File: src/hw/rtl/ssr_pkg.sv
`default_nettype none

package ssr_pkg;

    // Field widths
    localparam int unsigned ACCEL_W  = 11;
    localparam int unsigned SPEED_W  = 12;
    localparam int unsigned PERIOD_W = 20;
    localparam int unsigned CMD_W    = 16;
    localparam int unsigned DIR_W    = 2;
    localparam int unsigned CFG_IDX_W = 2;
    localparam int unsigned CFG_DATA_W = 20;

    // Timing constants
    localparam int unsigned TICKS_PER_SECOND = 1000000;
    localparam int unsigned STEPS_PER_UNIT   = 25;
    // Longest period that a nonzero speed can give (slowest rate is one unit)
    localparam int unsigned MAX_RUN_PERIOD   = TICKS_PER_SECOND / STEPS_PER_UNIT;

    // Divider sizing: quotient bits and divisor width
    localparam int unsigned DIV_STEPS = PERIOD_W;
    localparam int unsigned RATE_W    = 16;
    localparam int unsigned CNT_W     = 5;

    // Register reset values
    localparam logic [ACCEL_W-1:0]  RST_MAX_ACCEL = ACCEL_W'(8);
    localparam logic [ACCEL_W-1:0]  RST_MAX_SPEED = ACCEL_W'(500);
    localparam logic [PERIOD_W-1:0] RST_ZERO_PER  = PERIOD_W'(65535);

    // Configuration register indexes
    localparam logic [CFG_IDX_W-1:0] CFG_MAX_ACCEL  = 2'd0;
    localparam logic [CFG_IDX_W-1:0] CFG_MAX_SPEED  = 2'd1;
    localparam logic [CFG_IDX_W-1:0] CFG_ZERO_PER   = 2'd2;
    localparam logic [CFG_IDX_W-1:0] CFG_DIR_INVERT = 2'd3;

    // Direction codes
    localparam logic [DIR_W-1:0] DIR_STOP = 2'd0;
    localparam logic [DIR_W-1:0] DIR_FWD  = 2'd1;
    localparam logic [DIR_W-1:0] DIR_REV  = 2'd2;

    // Sequencer states
    typedef enum logic [2:0] {
        ST_IDLE,
        ST_RAMP,
        ST_SCALE,
        ST_DIV,
        ST_CLAMP,
        ST_DONE
    } t_state;

endpackage

`default_nettype wire

File: src/hw/rtl/stepper_speed_ramp_step_generator.sv
// A tick request goes from acceptance straight to the result stage; a speed
// command goes through the ramp, scale, divide and clamp states, the divide
// being a bit-serial divider that turns the step rate into a toggle period (one
// quotient bit per cycle). A command that leaves the speed at zero skips the
// divide and clamp states.
// One request at a time: the next is accepted the cycle after the result is
// loaded, and later while a result waits in the output register.
// Reset: synchronous, active low; clears the motion state and the result
// valid, and loads the register defaults.
`default_nettype none

module stepper_speed_ramp_step_generator (
    input  wire logic                                  i_clk,
    input  wire logic                                  i_rst_n,
    // Configuration write port
    input  wire logic                                  i_cfg_we,
    input  wire logic [ssr_pkg::CFG_IDX_W-1:0]         i_cfg_idx,
    input  wire logic [ssr_pkg::CFG_DATA_W-1:0]        i_cfg_data,
    // Request channel
    input  wire logic                                  i_valid,
    output logic                                       o_ready,
    input  wire logic                                  i_kind,
    input  wire logic signed [ssr_pkg::CMD_W-1:0]      i_command,
    // Result channel
    output logic                                       o_valid,
    input  wire logic                                  i_ready,
    output logic signed [ssr_pkg::SPEED_W-1:0]         o_applied_speed,
    output logic [ssr_pkg::DIR_W-1:0]                  o_direction,
    output logic                                       o_dir_pin,
    output logic                                       o_step_pin,
    output logic [ssr_pkg::PERIOD_W-1:0]               o_step_period
);
    import ssr_pkg::*;

    // Configuration registers
    logic [ACCEL_W-1:0]  r_max_accel;
    logic [ACCEL_W-1:0]  r_max_speed;
    logic [PERIOD_W-1:0] r_zero_per;
    logic                r_dir_invert;

    // Control state
    t_state              r_state, n_state;
    logic signed [SPEED_W-1:0] r_speed;
    logic [PERIOD_W-1:0] r_period;
    logic [PERIOD_W-1:0] r_tick_cnt;
    logic                r_step_level;
    logic                r_running;
    logic                r_dir_level;
    logic                r_out_valid;

    // Work registers
    logic signed [CMD_W-1:0] r_cmd;
    logic [RATE_W-1:0]   r_div;
    logic [RATE_W-1:0]   r_rem;
    logic [PERIOD_W-1:0] r_quo;
    logic [CNT_W-1:0]    r_cnt;

    // Output payload
    logic signed [SPEED_W-1:0] r_out_speed;
    logic [DIR_W-1:0]    r_out_dir;
    logic                r_out_dir_pin;
    logic                r_out_step_pin;
    logic [PERIOD_W-1:0] r_out_period;

    // Sequencer controls
    logic w_accept;
    logic w_load_out;
    logic w_div_last;

    // Datapath nets
    logic signed [CMD_W:0]   w_neg_cmd;
    logic signed [CMD_W:0]   w_lim;
    logic signed [CMD_W:0]   w_target_c;
    logic signed [SPEED_W:0] w_target;
    logic signed [SPEED_W+1:0] w_diff;
    logic signed [SPEED_W+1:0] w_acc;
    logic signed [SPEED_W+1:0] w_new_speed;
    logic [ACCEL_W-1:0]  w_mag;
    logic [RATE_W-1:0]   w_rate;
    logic [RATE_W:0]     w_rem_sh;
    logic [RATE_W+1:0]   w_sub;
    logic                w_ge;
    logic [PERIOD_W-1:0] w_tick_next;
    logic [PERIOD_W-1:0] w_per_clamped;
    logic [DIR_W-1:0]    w_dir;

    // Next state
    always_comb begin
        n_state = r_state;
        unique case (r_state)
            ST_IDLE: begin
                if (i_valid) begin
                    n_state = i_kind ? ST_DONE : ST_RAMP;
                end
            end
            ST_RAMP:  n_state = ST_SCALE;
            ST_SCALE: n_state = (r_speed == '0) ? ST_DONE : ST_DIV;
            ST_DIV:   n_state = w_div_last ? ST_CLAMP : ST_DIV;
            ST_CLAMP: n_state = ST_DONE;
            ST_DONE: begin
                if (!r_out_valid || i_ready) begin
                    n_state = ST_IDLE;
                end
            end
            default:  n_state = ST_IDLE;
        endcase
    end

    // Sequencer outputs
    always_comb begin
        o_ready    = (r_state == ST_IDLE);
        w_accept   = (r_state == ST_IDLE) && i_valid;
        w_load_out = (r_state == ST_DONE) && (!r_out_valid || i_ready);
        w_div_last = (r_state == ST_DIV) && (r_cnt == CNT_W'(DIV_STEPS - 1));
    end

    // Clamp the negated command and ramp toward it
    always_comb begin
        w_neg_cmd = -(CMD_W+1)'(r_cmd);
        w_lim     = $signed({{(CMD_W+1-ACCEL_W){1'b0}}, r_max_speed});
        if (w_neg_cmd > w_lim) begin
            w_target_c = w_lim;
        end else if (w_neg_cmd < -w_lim) begin
            w_target_c = -w_lim;
        end else begin
            w_target_c = w_neg_cmd;
        end
        w_target = w_target_c[SPEED_W:0];
        w_acc    = $signed({{(SPEED_W+2-ACCEL_W){1'b0}}, r_max_accel});
        w_diff   = (SPEED_W+2)'(r_speed) - (SPEED_W+2)'(w_target);
        if (w_diff > w_acc) begin
            w_new_speed = (SPEED_W+2)'(r_speed) - w_acc;
        end else if (w_diff < -w_acc) begin
            w_new_speed = (SPEED_W+2)'(r_speed) + w_acc;
        end else begin
            w_new_speed = (SPEED_W+2)'(w_target);
        end
    end

    // Step rate: magnitude times 25 as shifts and adds
    always_comb begin
        logic [SPEED_W-1:0] abs_speed;
        abs_speed = r_speed[SPEED_W-1] ? SPEED_W'(-r_speed) : SPEED_W'(r_speed);
        w_mag  = abs_speed[ACCEL_W-1:0];
        w_rate = (RATE_W'(w_mag) << 4) + (RATE_W'(w_mag) << 3) + RATE_W'(w_mag);
    end

    // One restoring divide step
    always_comb begin
        w_rem_sh = {r_rem, r_quo[PERIOD_W-1]};
        w_sub    = {1'b0, w_rem_sh} - {2'b00, r_div};
        w_ge     = !w_sub[RATE_W+1];
    end

    // Period clamp, tick advance and direction code
    always_comb begin
        w_per_clamped = (r_quo > r_zero_per) ? r_zero_per : r_quo;
        w_tick_next   = r_tick_cnt + PERIOD_W'(1);
        if (r_speed > 0) begin
            w_dir = DIR_FWD;
        end else if (r_speed < 0) begin
            w_dir = DIR_REV;
        end else begin
            w_dir = DIR_STOP;
        end
    end

    // Configuration writes
    always_ff @(posedge i_clk) begin
        if (!i_rst_n) begin
            r_max_accel  <= RST_MAX_ACCEL;
            r_max_speed  <= RST_MAX_SPEED;
            r_zero_per   <= RST_ZERO_PER;
            r_dir_invert <= 1'b0;
        end else if (i_cfg_we) begin
            unique case (i_cfg_idx)
                CFG_MAX_ACCEL:  r_max_accel  <= i_cfg_data[ACCEL_W-1:0];
                CFG_MAX_SPEED:  r_max_speed  <= i_cfg_data[ACCEL_W-1:0];
                CFG_ZERO_PER:   r_zero_per   <= i_cfg_data[PERIOD_W-1:0];
                CFG_DIR_INVERT: r_dir_invert <= i_cfg_data[0];
                default: ;
            endcase
        end
    end

    // Control state and motion state
    always_ff @(posedge i_clk) begin
        if (!i_rst_n) begin
            r_state      <= ST_IDLE;
            r_speed      <= '0;
            r_period     <= RST_ZERO_PER;
            r_tick_cnt   <= '0;
            r_step_level <= 1'b0;
            r_running    <= 1'b0;
            r_dir_level  <= 1'b0;
            r_out_valid  <= 1'b0;
        end else begin
            r_state <= n_state;

            // Advance the step generator on a tick request
            if (w_accept && i_kind && r_running) begin
                if (w_tick_next >= r_period) begin
                    r_step_level <= ~r_step_level;
                    r_tick_cnt   <= '0;
                end else begin
                    r_tick_cnt   <= w_tick_next;
                end
            end

            // Ramp the applied speed
            if (r_state == ST_RAMP) begin
                r_speed <= w_new_speed[SPEED_W-1:0];
            end

            // Stop the generator at zero speed
            if (r_state == ST_SCALE && r_speed == '0) begin
                r_period  <= r_zero_per;
                r_running <= 1'b0;
            end

            // Take the new period and direction
            if (r_state == ST_CLAMP) begin
                r_period    <= w_per_clamped;
                r_running   <= 1'b1;
                r_dir_level <= (r_speed > 0) ^ r_dir_invert;
            end

            // Hold the result until it is taken
            if (w_load_out) begin
                r_out_valid <= 1'b1;
            end else if (i_ready) begin
                r_out_valid <= 1'b0;
            end
        end
    end

    // Command latch and divider
    always_ff @(posedge i_clk) begin
        if (w_accept) begin
            r_cmd <= i_command;
        end
        if (r_state == ST_SCALE) begin
            r_div <= w_rate;
            r_rem <= '0;
            r_quo <= PERIOD_W'(TICKS_PER_SECOND);
            r_cnt <= '0;
        end else if (r_state == ST_DIV) begin
            r_rem <= w_ge ? w_sub[RATE_W-1:0] : w_rem_sh[RATE_W-1:0];
            r_quo <= {r_quo[PERIOD_W-2:0], w_ge};
            r_cnt <= r_cnt + CNT_W'(1);
        end
    end

    // Capture the result
    always_ff @(posedge i_clk) begin
        if (w_load_out) begin
            r_out_speed    <= r_speed;
            r_out_dir      <= w_dir;
            r_out_dir_pin  <= r_dir_level;
            r_out_step_pin <= r_step_level;
            r_out_period   <= r_period;
        end
    end

    assign o_valid         = r_out_valid;
    assign o_applied_speed = r_out_speed;
    assign o_direction     = r_out_dir;
    assign o_dir_pin       = r_out_dir_pin;
    assign o_step_pin      = r_out_step_pin;
    assign o_step_period   = r_out_period;

endmodule

`default_nettype wire

File: config.mk
export PLATFORM = sky130hd
export DESIGN_NAME = stepper_speed_ramp_step_generator
export DESIGN_NICKNAME = d
export VERILOG_FILES = /design/src/hw/rtl/ssr_pkg.sv /design/src/hw/rtl/stepper_speed_ramp_step_generator.sv
export SDC_FILE = /design/constraint.sdc
export NUM_CORES = 1
export LEC_CHECK = 0
export BUFFER_PORTS_ARGS = -buffer_cell sky130_fd_sc_hd__clkbuf_2
export CORE_AREA = 2 2 194 196
export CTS_BUF_LIST = sky130_fd_sc_hd__clkbuf_4
export CTS_CLUSTER_SIZE = 12
export DETAILED_ROUTE_END_ITERATION = 10
export DIE_AREA = 0 0 196 198
export SLEW_MARGIN = 20
export SYNTH_ARGS = -nofsm -noshare
export SYNTH_HDL_FRONTEND = slang
export SYNTH_SLANG_ARGS = --single-unit
export TNS_END_PERCENT = 5
File: constraint.sdc
create_clock -name i_clk -period 8.9 [get_ports i_clk]
set_clock_uncertainty 0.15 [all_clocks]
set_input_delay 0.89 -clock i_clk [delete_from_list [all_inputs] [get_ports i_clk]]
set_output_delay 0.89 -clock i_clk [all_outputs]
set_load 0.005 [all_outputs]
==> results.tsv <==
metric	value	unit
drt_iter0_drc	979	
routedWlPerCell	16.6	um
die_w	196	um
syn_avg_cell_area	8.36	um2
clkSinkCount	211	
drcViolationCount	0	
htreeDepth	2	
initial_core_util	39.2	%
syn_inst	1734	
power	3540	uW
setup_viol	0	
peakVddDrop	0.0855	mV
p_leak	0.00738	uW
hp-class	input pin to flop	
synth.distinct_cells	82	
ff2ff_setup_slack	570	ps
crit_required	9430	ps
final_max_slew_viol_count	0	
drive_gt1_share	12.5	%
cp-end-kind	flop	
gr-total-overflow	0	
place_congestion	0.943	
drt-total-wl	38.8	mm
holdWs	118	ps
status	complete, no violations	
syn_area	0.0145	mm2
crit_top_cell	ha_1	
grt_pass1_vias	12100	
clk_path_buf_depth	3	
ys_async_sr_fraction	0	%
max_slew_margin	32.7	%
worst-setup-path-type	flop to flop	
finalNetCount	2029	
coreArea	0.0370	mm2
ys_ff_latch	211	
setup_tns	0	ps
synth-edff-count	68	
cts-root-buf	clkbuf_4	
die-area	0.0388	mm2
io-pin-count	82	
critPathMaxFanout	15	
synthTopCellsByArea	dfxtp_1 20%, edfxtp_1 14%, ha_1 13%	
dr.pass1.iters	5	
cts_buffers	59	
clkTransAtPathRegs	70	ps
slowest_stage	or4_4	
cts_tree	done	
final_common_cell	nand2_1	
crit_path_start_kind	flop	
fin_crit_sh	93.6	%
rows	71	
max-cap-violations	0	
grt_max_degree	56	
synth_top_area_share	19.8	%
syn-num-nets	1944	
finalHoldViolCount	0	
final_cell_mix	195 x nand2_1, 156 x inv_1, 155 x ha_1	
ys_warn_count	0	
fmax	0.120	GHz
viasPerCell	5.35	
grt_pass1_wl	62.4	mm
ys.flop_type	dfxtp_1	
dpl.hpwl	29.1	mm
insertion_delay	790	ps
area_growth	11.6	%
slowest_delay	580	ps
worstPathArrival	8870	ps
drtAntennaViolNets	0	
dr_total_vias	12500	
synth.yosys.seq_area_share	33.8	%
worstMarginPinSlew	1010	ps
cellPowerDensity	219	mW/mm2
final.min_clock_period	8330	ps
final_core_utilization	43.8	%
die_y	198	um
synth_top_cell_by_area	dfxtp_1	
grtUsageTotal	20.2	%
antenna_found_initial	2	
portBuffers	81	
==> power by group <==
part           internal (uW)  total (uW)  switching, uW
logic                    568        1380            814
registers               1130        1250            123
clock network            479         909            430
==> metal layers <==
| metal | up-vias | part of all wire, % | track usage [%] | routed length [um] |
|---|---|---|---|---|
| li1 | 6318 | - | - | - |
| met1 | 5828 | 45 | 26.5 | 17600 |
| met2 | 323 | 46 | 32.8 | 17700 |
| met3 | 64 | 5.9 | 3.92 | 2280 |
| met4 | 3 | 2.9 | 7.88 | 1130 |
| met5 | - | 0.11 | 0 | 43 |
==> synthesized netlist by cell type, types with 4 or more instances <==
cell	instances
or2_2	8
a31oi_1	13
nor3b_1	15
nor3_1	26
a211oi_1	18
xnor2_1	51
nor4_1	10
and2_1	11
nand3_1	64
a21boi_0	8
and3_1	31
ha_1	155
nor2b_1	18
o21a_1	6
nor2_1	142
o211ai_1	55
fa_1	11
or3b_1	5
o21ai_0	83
xor2_1	31
buf_2	6
a21o_1	27
o21bai_1	18
nand2_1	195
nand4_1	17
o22ai_1	8
o21ai_1	7
a22o_1	4
a21oi_1	102
a21boi_1	4
nand3b_1	10
clkbuf_1	69
mux2i_1	7
inv_1	156
dfxtp_1	143
or3_1	17
edfxtp_1	68
nand2b_1	32
o221ai_1	5
o311ai_0	5
buf_1	4
a211o_1	8
==> cells by family after synthesis <==
family                     count (synthesis)  share of synthesized area (%)
and+or+nand+nor                          615                           20.5
AOI/OAI and AO/OA                        411                           18.7
adders and majority gates                170                           15.2
buffers and inverters                    236                           6.16
muxes                                      9                          0.639
DFF                                      211                           33.8
xor gates and xnor gates                  82                           4.96
==> path summary, 6_finish.rpt <==
path | start | end | depth (start not counted)
worst max-delay path | r_cmd[8] | r_speed[10] | 39
worst min-delay path | i_command[0] | r_cmd[0] | 1
worst max register to register | r_cmd[8] | r_speed[10] | 39
worst min register to register | r_period[19] | o_step_period[19] | 0
==> final cells by class <==
cell class / instances / area, um2
Multi-Input combinational cell: 1287 / 8730
Antenna cell: 1 / 2.50
Inverter: 157 / 589
Sequential cell: 211 / 4900
Clock buffer: 94 / 706
Fill cell: 3724 / 20800
Tap cell: 474 / 593
Timing Repair Buffer: 103 / 571
Clock inverter: 15 / 72.6
==> critical path: cells and delay by family, from the launching register on <==
family / cells / cell delay [ps]
and+or+nand+nor: 17 / 3750
AOI/OAI and AO/OA: 13 / 1980
adders and majority gates: 5 / 1400
DFF: 1 / 410
buffers and inverters: 3 / 400
xor gates and xnor gates: 1 / 100
==> state kept, by name, indices dropped and copies added (netlist names), 16 cells and up <==
register and count:
r_cmd 16, r_tick_cnt 20, r_rem 16, r_zero_per 20, r_div 16, r_quo 20
r_period 20, o_step_period 20
==> repair_timing <==
item	CTS	global route
setup buffers	0	1
gates resized for setup	0	7
hold buffers	0	0
setup endpoints to repair	0	12
==> per-stage QoR <==
| step | area, um2 | instances | setup slack, ps |
|---|---|---|---|
| 2_1_floorplan | 14500 | 1734 | 800 |
| 3_3_place_gp | 15400 | 2231 | 640 |
| 3_5_place_dp | 15400 | 2231 | 378 |
| 4_1_cts | 16100 | 2340 | 300 |
| 5_1_grt | 16200 | 2342 | -0.757 |
| 6_report | 16200 | 2342 | 568 |
No activity file was read; power rests on OpenSTA's default activity.
